`config.mk`:
```
export PLATFORM = sky130hd
export DESIGN_NAME = ppu_scroll_address_registers_core
export DESIGN_NICKNAME = d
export VERILOG_FILES = /design/src/hdl/psr_pkg.sv /design/src/hdl/psr_update.sv /design/src/hdl/ppu_scroll_address_registers_core.sv
export SDC_FILE = /design/constraint.sdc
export NUM_CORES = 1
export LEC_CHECK = 0
export ABC_AREA = 1
export BUFFER_PORTS_ARGS = -buffer_cell sky130_fd_sc_hd__buf_2
export CAP_MARGIN = 25
export CORE_MARGIN = 2
export CORE_UTILIZATION = 30
export CTS_CLUSTER_DIAMETER = 60
export DETAILED_ROUTE_END_ITERATION = 7
export PLACE_DENSITY = 0.47
export SYNTH_ARGS = -nofsm -noshare
export SYNTH_HDL_FRONTEND = slang
export SYNTH_SLANG_ARGS = --single-unit
export TNS_END_PERCENT = 1
```
`constraint.sdc`:
```
create_clock -name clk -period 2.07 [get_ports clk]
set_input_delay 0.1035 -clock clk [delete_from_list [all_inputs] [get_ports clk]]
set_output_delay 0.1035 -clock clk [all_outputs]
set_load 0.01 [all_outputs]
```
`src/hdl/psr_pkg.sv`:
```
// shared types, request codes and field constants for the scroll address registers
// no dependencies
package psr_pkg;

  // request codes on in_req_type
  localparam logic [2:0] REQ_REG_WRITE   = 3'd0;
  localparam logic [2:0] REQ_STATUS_READ = 3'd1;
  localparam logic [2:0] REQ_DATA_ACCESS = 3'd2;
  localparam logic [2:0] REQ_COARSE_X    = 3'd3;
  localparam logic [2:0] REQ_VERT_INC    = 3'd4;
  localparam logic [2:0] REQ_COPY_HORIZ  = 3'd5;
  localparam logic [2:0] REQ_COPY_VERT   = 3'd6;

  // register indexes for a register write
  localparam logic [2:0] REG_CONTROL = 3'd0;
  localparam logic [2:0] REG_MASK    = 3'd1;
  localparam logic [2:0] REG_SCROLL  = 3'd5;
  localparam logic [2:0] REG_ADDRESS = 3'd6;
  localparam logic [2:0] REG_DATA    = 3'd7;

  // field limits
  localparam logic [4:0] COARSE_LAST   = 5'd31;
  localparam logic [4:0] COARSE_Y_WRAP = 5'd29;
  localparam logic [2:0] FINE_Y_LAST   = 3'd7;
  localparam logic [14:0] STEP_ROW     = 15'd32;
  localparam logic [14:0] STEP_ONE     = 15'd1;

  // one input beat
  typedef struct packed {
    logic [2:0] req_type;
    logic [2:0] reg_index;
    logic [7:0] write_data;
    logic       peek_only;
  } item_t;

  // architectural state
  typedef struct packed {
    logic [14:0] vaddr;
    logic [14:0] taddr;
    logic [2:0]  fine_x;
    logic        toggle;
    logic [7:0]  ctrl;
    logic [7:0]  mask;
  } state_t;

endpackage

```
`src/hdl/psr_update.sv`:
```
// next-state logic for one item: register writes, status read, data port step and render events
// depends on psr_pkg
module psr_update import psr_pkg::*; (
  input  state_t      cur,
  input  item_t       item,
  output state_t      nxt,
  output logic [13:0] access_address
);

  logic        render;
  logic [14:0] step;
  logic [14:0] stepped;
  logic [4:0]  coarse_y;

  assign render   = |cur.mask[4:3];
  assign step     = cur.ctrl[2] ? STEP_ROW : STEP_ONE;
  assign stepped  = {1'b0, cur.vaddr[13:0]} + step;
  assign coarse_y = cur.vaddr[9:5];

  // decode the item and update the fields it touches
  always_comb begin
    nxt            = cur;
    access_address = '0;
    unique case (item.req_type)
      REQ_REG_WRITE: begin
        unique case (item.reg_index)
          REG_CONTROL: begin
            nxt.ctrl         = item.write_data;
            nxt.taddr[11:10] = item.write_data[1:0];
          end
          REG_MASK: begin
            nxt.mask = item.write_data;
          end
          REG_SCROLL: begin
            if (cur.toggle) begin
              nxt.taddr[14:12] = item.write_data[2:0];
              nxt.taddr[9:5]   = item.write_data[7:3];
            end else begin
              nxt.fine_x      = item.write_data[2:0];
              nxt.taddr[4:0]  = item.write_data[7:3];
            end
            nxt.toggle = ~cur.toggle;
          end
          REG_ADDRESS: begin
            if (cur.toggle) begin
              nxt.taddr[7:0] = item.write_data;
              nxt.vaddr      = {cur.taddr[14:8], item.write_data};
            end else begin
              nxt.taddr[14]   = 1'b0;
              nxt.taddr[13:8] = item.write_data[5:0];
            end
            nxt.toggle = ~cur.toggle;
          end
          REG_DATA: begin
            access_address = cur.vaddr[13:0];
            nxt.vaddr      = stepped;
          end
          default: ;
        endcase
      end
      REQ_STATUS_READ: begin
        nxt.toggle = 1'b0;
      end
      REQ_DATA_ACCESS: begin
        access_address = cur.vaddr[13:0];
        if (!item.peek_only) nxt.vaddr = stepped;
      end
      REQ_COARSE_X: begin
        if (render) begin
          if (cur.vaddr[4:0] == COARSE_LAST) begin
            nxt.vaddr[4:0] = '0;
            nxt.vaddr[10]  = ~cur.vaddr[10];
          end else begin
            nxt.vaddr = cur.vaddr + STEP_ONE;
          end
        end
      end
      REQ_VERT_INC: begin
        if (render) begin
          if (cur.vaddr[14:12] != FINE_Y_LAST) begin
            nxt.vaddr[14:12] = cur.vaddr[14:12] + 3'd1;
          end else begin
            nxt.vaddr[14:12] = '0;
            if (coarse_y == COARSE_Y_WRAP) begin
              nxt.vaddr[9:5] = '0;
              nxt.vaddr[11]  = ~cur.vaddr[11];
            end else if (coarse_y == COARSE_LAST) begin
              nxt.vaddr[9:5] = '0;
            end else begin
              nxt.vaddr[9:5] = coarse_y + 5'd1;
            end
          end
        end
      end
      REQ_COPY_HORIZ: begin
        if (render) begin
          nxt.vaddr[10]  = cur.taddr[10];
          nxt.vaddr[4:0] = cur.taddr[4:0];
        end
      end
      REQ_COPY_VERT: begin
        if (render) begin
          nxt.vaddr[14:11] = cur.taddr[14:11];
          nxt.vaddr[9:5]   = cur.taddr[9:5];
        end
      end
      default: ;
    endcase
  end

endmodule

```
`src/hdl/ppu_scroll_address_registers_core.sv`:
```
// top level of the scroll address registers: input register, state, result register
// depends on psr_pkg and psr_update
//
// Takes one beat per clock cycle while not stalled: a beat lands in the input
// register, and is then applied to the address state and written to the result
// register together with the updated state. The state register loops back through
// the combinational psr_update, so consecutive beats flow back to back; the input
// stage keeps accepting while a result waits, and stalls only when both the input
// register and the result register are full and the result is not taken.
module ppu_scroll_address_registers_core import psr_pkg::*; (
  input  logic        clk,
  input  logic        rst_n,
  input  logic        in_valid,
  output logic        in_ready,
  input  logic [2:0]  in_req_type,
  input  logic [2:0]  in_reg_index,
  input  logic [7:0]  in_write_data,
  input  logic        in_peek_only,
  output logic        out_valid,
  input  logic        out_ready,
  output logic [13:0] out_access_address,
  output logic [14:0] out_vram_address,
  output logic [14:0] out_temp_address,
  output logic [2:0]  out_fine_scroll_x,
  output logic        out_toggle_out
);

  logic        s1_valid_r;
  item_t       s1_item_r;
  logic        s1_fire;
  state_t      state_r;
  state_t      state_nxt;
  logic [13:0] acc_nxt;
  logic        out_valid_r;
  logic [13:0] out_acc_r;
  state_t      out_state_r;

  // handshake: stage advances when the result register is free or draining
  assign s1_fire  = s1_valid_r && (!out_valid_r || out_ready);
  assign in_ready = !s1_valid_r || s1_fire;

  // input register
  always_ff @(posedge clk) begin
    if (!rst_n) begin
      s1_valid_r <= 1'b0;
    end else if (in_ready) begin
      s1_valid_r <= in_valid;
    end
  end

  always_ff @(posedge clk) begin
    if (in_valid && in_ready) begin
      s1_item_r <= '{req_type:   in_req_type,
                     reg_index:  in_reg_index,
                     write_data: in_write_data,
                     peek_only:  in_peek_only};
    end
  end

  psr_update u_update (
    .cur            (state_r),
    .item           (s1_item_r),
    .nxt            (state_nxt),
    .access_address (acc_nxt)
  );

  // address state
  always_ff @(posedge clk) begin
    if (!rst_n) begin
      state_r <= '0;
    end else if (s1_fire) begin
      state_r <= state_nxt;
    end
  end

  // result register
  always_ff @(posedge clk) begin
    if (!rst_n) begin
      out_valid_r <= 1'b0;
    end else if (s1_fire) begin
      out_valid_r <= 1'b1;
    end else if (out_ready) begin
      out_valid_r <= 1'b0;
    end
  end

  always_ff @(posedge clk) begin
    if (s1_fire) begin
      out_acc_r   <= acc_nxt;
      out_state_r <= state_nxt;
    end
  end

  assign out_valid          = out_valid_r;
  assign out_access_address = out_acc_r;
  assign out_vram_address   = out_state_r.vaddr;
  assign out_temp_address   = out_state_r.taddr;
  assign out_fine_scroll_x  = out_state_r.fine_x;
  assign out_toggle_out     = out_state_r.toggle;

`ifndef SYNTHESIS
  // a status read always leaves the toggle clear
  assert property (@(posedge clk) disable iff (!rst_n)
    s1_fire && s1_item_r.req_type == REQ_STATUS_READ |=> !state_r.toggle)
    else $error("toggle not cleared by status read");

  // second address write copies temp into the current address
  assert property (@(posedge clk) disable iff (!rst_n)
    s1_fire && s1_item_r.req_type == REQ_REG_WRITE &&
    s1_item_r.reg_index == REG_ADDRESS && state_r.toggle |=>
    state_r.vaddr == state_r.taddr)
    else $error("address write did not load current address");

  // access address only carries data for data port beats
  assert property (@(posedge clk) disable iff (!rst_n)
    s1_fire && s1_item_r.req_type != REQ_DATA_ACCESS &&
    !(s1_item_r.req_type == REQ_REG_WRITE && s1_item_r.reg_index == REG_DATA) |=>
    out_access_address == '0)
    else $error("access address set on non data beat");

  // result register mirrors the state after each beat
  assert property (@(posedge clk) disable iff (!rst_n)
    s1_fire |=> out_vram_address == state_r.vaddr && out_temp_address == state_r.taddr)
    else $error("result does not match state");
`endif

endmodule
```
==> run_results.csv, run 1 <==
group,metric,value,unit
critical_path,crit_required,2.19,ns
global_routing,grt_pass1_wl,32.0,mm
route,final_antenna_net_count,0,
logic_synthesis,async_flop_share,0,%
critical_path,cp.arrival,2.12,ns
logic_synthesis,ys_ff_latch,102,
place,io_buffers,68,
global_routing,overflow,0,
logic_synthesis,synth_top_area_share,31.1,%
sta,hold_viol,0,
critical_path,start_kind,"register",
route,via_count,6040,
sta,report.final.slew_viol_count,0,
place,placed_cells,1192,
die,die_h,146,µm
logic_synthesis,synth.yosys.warnings,0,
cts,htreeDepth,3,
cts,cts_made_buffers,9,
route,wl,20.9,mm
route,viasPerCell,4.93,
pwr,p_leak,3.43,nW
sta,setup_viol,0,
sta,tightest_slew,0.556,ns
place,hpwl,15.6,mm
route,drtPass1Iterations,5,
logic_synthesis,synth.avg_cell_area,7.36,µm²
cts,clock_path_buffers,2,
logic_synthesis,syn_inst,825,
logic_synthesis,synth-edff-count,63,
die,initial_utilization,30.3,%
critical_path,end_kind,"register",
die,pin_count,69,
final_layout,fin_cells,1226,
logic_synthesis,synth-main-ff-cell,"edfxtp_1",
sta,rsz0062_at_grt,"true",
route,drtIter0Drc,465,
die,placementRows,52,
logic_synthesis,syn-num-nets,854,
die,core-area,20000,µm²
final_layout,finish.instance_area,7640,µm²
final_layout,mostFrequentLayoutCell,"nand2_1",
final_layout,final_net_count,980,
logic_synthesis,synth.top_cells.by_area,"edfxtp_1 31%, dfxtp_1 13%, nand2_1 9.0%",
final_layout,antenna_cells,0,
cts,clk_latency,0.36,ns
global_routing,grt_max_degree,69,
final_layout,area_delta_synth_final,25.8,%
cts,cts_sinks,102,
sta,max_slew_margin,62.9,%
sta,holdWs,0.0178,ns
sta,fin_crit_sh,96.7,%
die,die_w,146,µm
place,place_area,7080,µm²
final_layout,n_fill_cell,2223,
final_layout,drive_gt1_share,21.1,%
cts,clk_pin_slew,0.07,ns
route,wl_per_cell,17.1,µm
cts,cts_root_buffer,"clkbuf_16",
job,maxCapViolCount,0,
global_routing,antenna_found_initial,0,
run_status,status,"completed",
critical_path,critPathKind,"reg -> reg",
die,dieArea,21400,µm²
pwr,ir_drop,364,µV
cts,cts_tree,"yes",
global_routing,grt_pass1_vias,5500,
route,drcViolationCount,0,
critical_path,worstPathMaxFanout,3,
pwr,p_total,4.98,mW
min_path,hold_class,"in -> reg",
sta,fin_crit,2.00,ns
logic_synthesis,yosys.area.top_type,"edfxtp_1",
logic_synthesis,yosysUniqueCellTypes,40,
sta,skew,0.00757,ns
final_layout,mostFrequentLayoutCells,"137 x nand2_1, 113 x inv_1, 95 x nor2_1, 77 x o21ai_0, 71 x nand3_1",
logic_synthesis,synthesis.area,6070,µm²
global_routing,grt_use_total,19.6,%
logic_synthesis,seq_area_frac_synth,44.0,%
pwr,cellPowerDensity,652,nW/µm²
place,place.gp.congestion,0.935,
sta,fmax,500,MHz
==> critical path: stages (launching register included) <==
cell     delay (ns)
dfxtp_2        0.37
inv_1          0.05
ha_1           0.22
ha_2           0.19
inv_1          0.07
nand2_1        0.06
nand2_1        0.11
o21ai_0        0.08
o21ai_0        0.29
nand3_1        0.11
nor2_1         0.16
inv_1          0.05
==> state kept, by name, summed over array words and instances (netlist names) <==
signal	cells
out_access_address	14
s1_valid_r	1
out_toggle_out	1
out_temp_address	15
state_r	37
s1_item_r	15
out_fine_scroll_x	3
out_valid	1
out_vram_address	15
==> what timing repair did <==
action,in CTS,in global routing
hold buffers,15,0
gates cloned,0,0
setup buffers,0,3
hold endpoints to repair,15,0
pin swaps,0,5
gates resized for setup,2,30
setup endpoints to repair,2,32
==> area by class of cell <==
class                      instances  area, µm²  area share, %
inverter                         124        465           6.09
clock inverter                     5       66.3          0.868
multi-input combinational        566       2830           37.1
sequential                       102       2680           35.1
timing repair buffer             148       1020           13.3
tap                              270        338           4.42
clock buffer                      11        243           3.18
==> worst paths after layout <==
kind | from | endpoint | slack (ns) | depth (start not counted)
setup / recovery | state_r[10]$_SDFFE_PN0P_ | out_vram_address[2]$_DFFE_PP_ | 0.07 | 11
hold / removal | in_valid | s1_valid_r$_SDFFE_PN0N_ | 0.02 | 3
setup reg to reg | state_r[10]$_SDFFE_PN0P_ | out_vram_address[2]$_DFFE_PP_ | 0.07 | 11
hold reg to reg | out_valid$_SDFFE_PN0P_ | out_valid$_SDFFE_PN0P_ | 0.53 | 2
==> Yosys cell counts (2+ instances only) <==
library cell and instances:
buf_4 9, a21oi_1 69, a22oi_1 5, nor2_2 8, nand4_1 8, o21ai_0 80
o211ai_1 7, ha_1 10, o22ai_1 7, dfxtp_1 39, o21ai_1 18, nor4_1 2
nor2_1 100, xor2_1 3, nand3_1 71, buf_2 11, o2111ai_1 2, nand2_2 7
clkbuf_1 11, nor3_1 7, clkinv_1 2, inv_1 115, inv_2 7, nor2_4 3
o221ai_1 2, edfxtp_1 63, nand2_1 146
==> logic make-up (layout without fill, tap and decap cells) <==
| group | count (synthesis) | after routing | synth area share [%] |
|---|---|---|---|
| DFF | 102 | 102 | 44.0 |
| adders and majority gates | 10 | 10 | 2.06 |
| AOI/OAI and AO/OA | 198 | 198 | 17.7 |
| buffers and inverters | 157 | 288 | 10.6 |
| and+or+nand+nor | 355 | 355 | 25.2 |
| xor gates and xnor gates | 3 | 3 | 0.433 |
==> where the power goes <==
part	switching (mW)	internal (mW)
Clock	0.817	0.987
Sequential	0.0934	2.29
Combinational	0.505	0.285
==> routing by layer <==
metal / wire, µm / global-route usage, % / vias up
met5: 0 / 0 / -
met4: 553 / 6.70 / 0
met3: 1020 / 2.91 / 29
met2: 9290 / 30.2 / 208
met1: 10100 / 28.0 / 2798
li1: - / - / 3005
==> through the flow <==
step	setup TNS (ns)	util, %	setup slack (ns)
final	0	38.1	0.0682
after global routing	-0.126	38.1	-0.0472
after CTS	0	37.6	0.0352
after detailed placement	-0.0463	35.3	-0.0463
after global placement	-0.0160	35.3	-0.0160
after floorplan	0	-	0.126
(Power assumes the default switching activity.)
==> inputs of run 2 (changes only) <==
--- a/config.mk
+++ b/config.mk
@@ -8,2 +8,3 @@
 export ABC_AREA = 1
+export ABC_CLOCK_PERIOD_IN_PS = 2070
 export BUFFER_PORTS_ARGS = -buffer_cell sky130_fd_sc_hd__buf_2
==> constraint.sdc (replaced) <==
create_clock -name clk -period 2.07 [get_ports clk]
set_input_delay 0.414 -clock clk [delete_from_list [all_inputs] [get_ports clk]]
set_output_delay 0.414 -clock clk [all_outputs]
set_load 0.01 [all_outputs]
==> run 2 against run 1 <==
  * Cell area is 1.5% lower
  * Global-route usage decreased by 0.10 points
  * Largest power group unchanged
  * Highest routed layer unchanged
  * Critical endpoint is now out_vram_address[12]$_DFFE_PP_
  * Register-to-register slack got worse by 0.03 ns
  * Core utilization fell by 0.58 points
  * Maximum frequency decreased by 1.4%
  * Final cell count down 0.98%
==> run_results.csv, run 2 (synthesized netlist as in run 1, its figures left out) <==
group,metric,value,unit
run_status,status,"completed",
final_layout,area_delta_synth_final,23.9,%
cts,htreeDepth,3,
sta,holdWs,0.218,ns
pwr,ir_drop,455,µV
place,io_buffers,68,
cts,cts_hold_buf,0,
route,drtIter0Drc,615,
route,wl_per_cell,17.1,µm
die,core-area,20000,µm²
final_layout,mostFrequentLayoutCell,"nand2_1",
final_layout,final_net_count,968,
cts,cts_root_buffer,"clkbuf_16",
cts,cts_made_buffers,9,
place,pre_cts_slack,0.0113,ns
global_routing,overflow,0,
min_path,hold_class,"in -> reg",
cts,clk_pin_slew,0.08,ns
place,hpwl,15.9,mm
critical_path,crit_required,2.19,ns
sta,fmax,493,MHz
place,place_area,7110,µm²
final_layout,drive_gt1_share,21.6,%
sta,fin_crit,2.03,ns
die,placementRows,52,
final_layout,largest_register,"state_r",
global_routing,grt_pass1_vias,5652,
critical_path,cp.arrival,2.15,ns
global_routing,grt_use_total,19.5,%
critical_path,start_kind,"register",
job,maxCapViolCount,0,
cts,clk_latency,0.37,ns
sta,rsz0062_at_grt,"true",
final_layout,fin_cells,1214,
pwr,cellPowerDensity,678,nW/µm²
sta,skew,0.0108,ns
sta,report.final.slew_viol_count,0,
sta,fin_crit_sh,98.1,%
die,dieArea,21400,µm²
die,die_w,146,µm
final_layout,antenna_cells,0,
place,place.gp.congestion,0.929,
critical_path,critPathKind,"reg -> reg",
die,pin_count,69,
global_routing,grt_pass1_wl,32.2,mm
route,via_count,5952,
route,final_antenna_net_count,0,
route,viasPerCell,4.90,
global_routing,antenna_found_initial,0,
final_layout,finish.instance_area,7520,µm²
cts,post-cts-setup-buffers,0,
global_routing,grt_max_degree,42,
final_layout,largest_reg_flops,37,
cts,cts_tree,"yes",
route,drcViolationCount,0,
sta,hold_viol,0,
sta,setup_viol,0,
sta,max_slew_margin,64.1,%
cts,clock_path_buffers,2,
route,wl,20.7,mm
place,placed_cells,1198,
die,die_h,146,µm
pwr,p_leak,3.36,nW
cts,cts_sinks,102,
die,initial_utilization,30.3,%
final_layout,final_util,37.5,%
final_layout,mostFrequentLayoutCells,"138 x nand2_1, 114 x inv_1, 95 x nor2_1, 80 x o21ai_0, 71 x nand3_1",
sta,fin_ws,0.0400,ns
sta,tightest_slew,0.537,ns
route,drtPass1Iterations,5,
critical_path,worstPathMaxFanout,4,
critical_path,end_kind,"register",
## run 2: cell count changes in the layout (fill, tap and decap cells not counted), sizes merged
cell / delta
dlygate4sd3: -15
bufinv: +1
clkinvlp: +1
buf: +3
clkbuf: -2
## run 2: report_power, final
| part | switching [mW] | leakage (nW) | internal [mW] | total (mW) |
|---|---|---|---|---|
| sequential | 0.0925 | 0.927 | 2.29 | 2.38 |
| clock | 0.866 | 0.156 | 1.08 | 1.95 |
| combinational | 0.499 | 2.27 | 0.273 | 0.771 |
| total | 1.46 | 3.36 | 3.64 | 5.10 |
## run 2: routing by layer
metal,vias up,global-route usage (%),wire length [µm],part of all wire [%]
met4,0,4.17,233,1.1
met1,2776,27.7,10100,49
li1,2984,-,-,-
met5,-,0,0,0
met3,16,3.03,980,4.7
met2,176,31.4,9420,45
## run 2: timing repair
item	4_1_cts	5_1_grt
resized for setup	1	27
endpoints found under the setup margin	1	26
gates cloned	0	0
pin swaps	0	2
## run 2: per-stage QoR
| step | setup TNS, ns | power, mW |
|---|---|---|
| 6_report | 0 | 5.10 |
| 2_1_floorplan | 0 | 2.85 |
| 4_1_cts | 0 | 5.12 |
| 5_1_grt | -0.152 | 5.31 |
| 3_3_place_gp | -0.0443 | 3.19 |
| 3_5_place_dp | 0 | 3.19 |
## run 2: worst max-delay path, cell delays in order (launching register included)
cell and delay (ns):
dfxtp_4 0.37, ha_4 0.16, inv_1 0.06, nor2_2 0.04, ha_2 0.18, inv_1 0.08, nand2_2 0.07, nor2_2 0.11
nand2_1 0.15, o21ai_0 0.19, nand3_1 0.09, nand2_1 0.06, nand2_1 0.06, nor2_2 0.12, inv_1 0.05
## run 2: final timing paths
path	from	to	slack (ns)	cells past startpoint
setup / recovery	state_r[35]$_SDFFE_PN0P_	out_vram_address[12]$_DFFE_PP_	0.04	14
hold / removal	in_write_data[6]	s1_item_r[7]$_DFFE_PP_	0.22	1
setup reg to reg	state_r[35]$_SDFFE_PN0P_	out_vram_address[12]$_DFFE_PP_	0.04	14
hold reg to reg	state_r[10]$_SDFFE_PN0P_	state_r[10]$_SDFFE_PN0P_	0.52	2
## run 2: cell type report
type                       count  area (µm²)
fill                        2172       12500
multi-input combinational    566        2830
sequential                   102        2690
timing repair buffer         136         876
inverter                     124         465
tap                          270         338
clock buffer                   9         225
clock inverter                 7         106
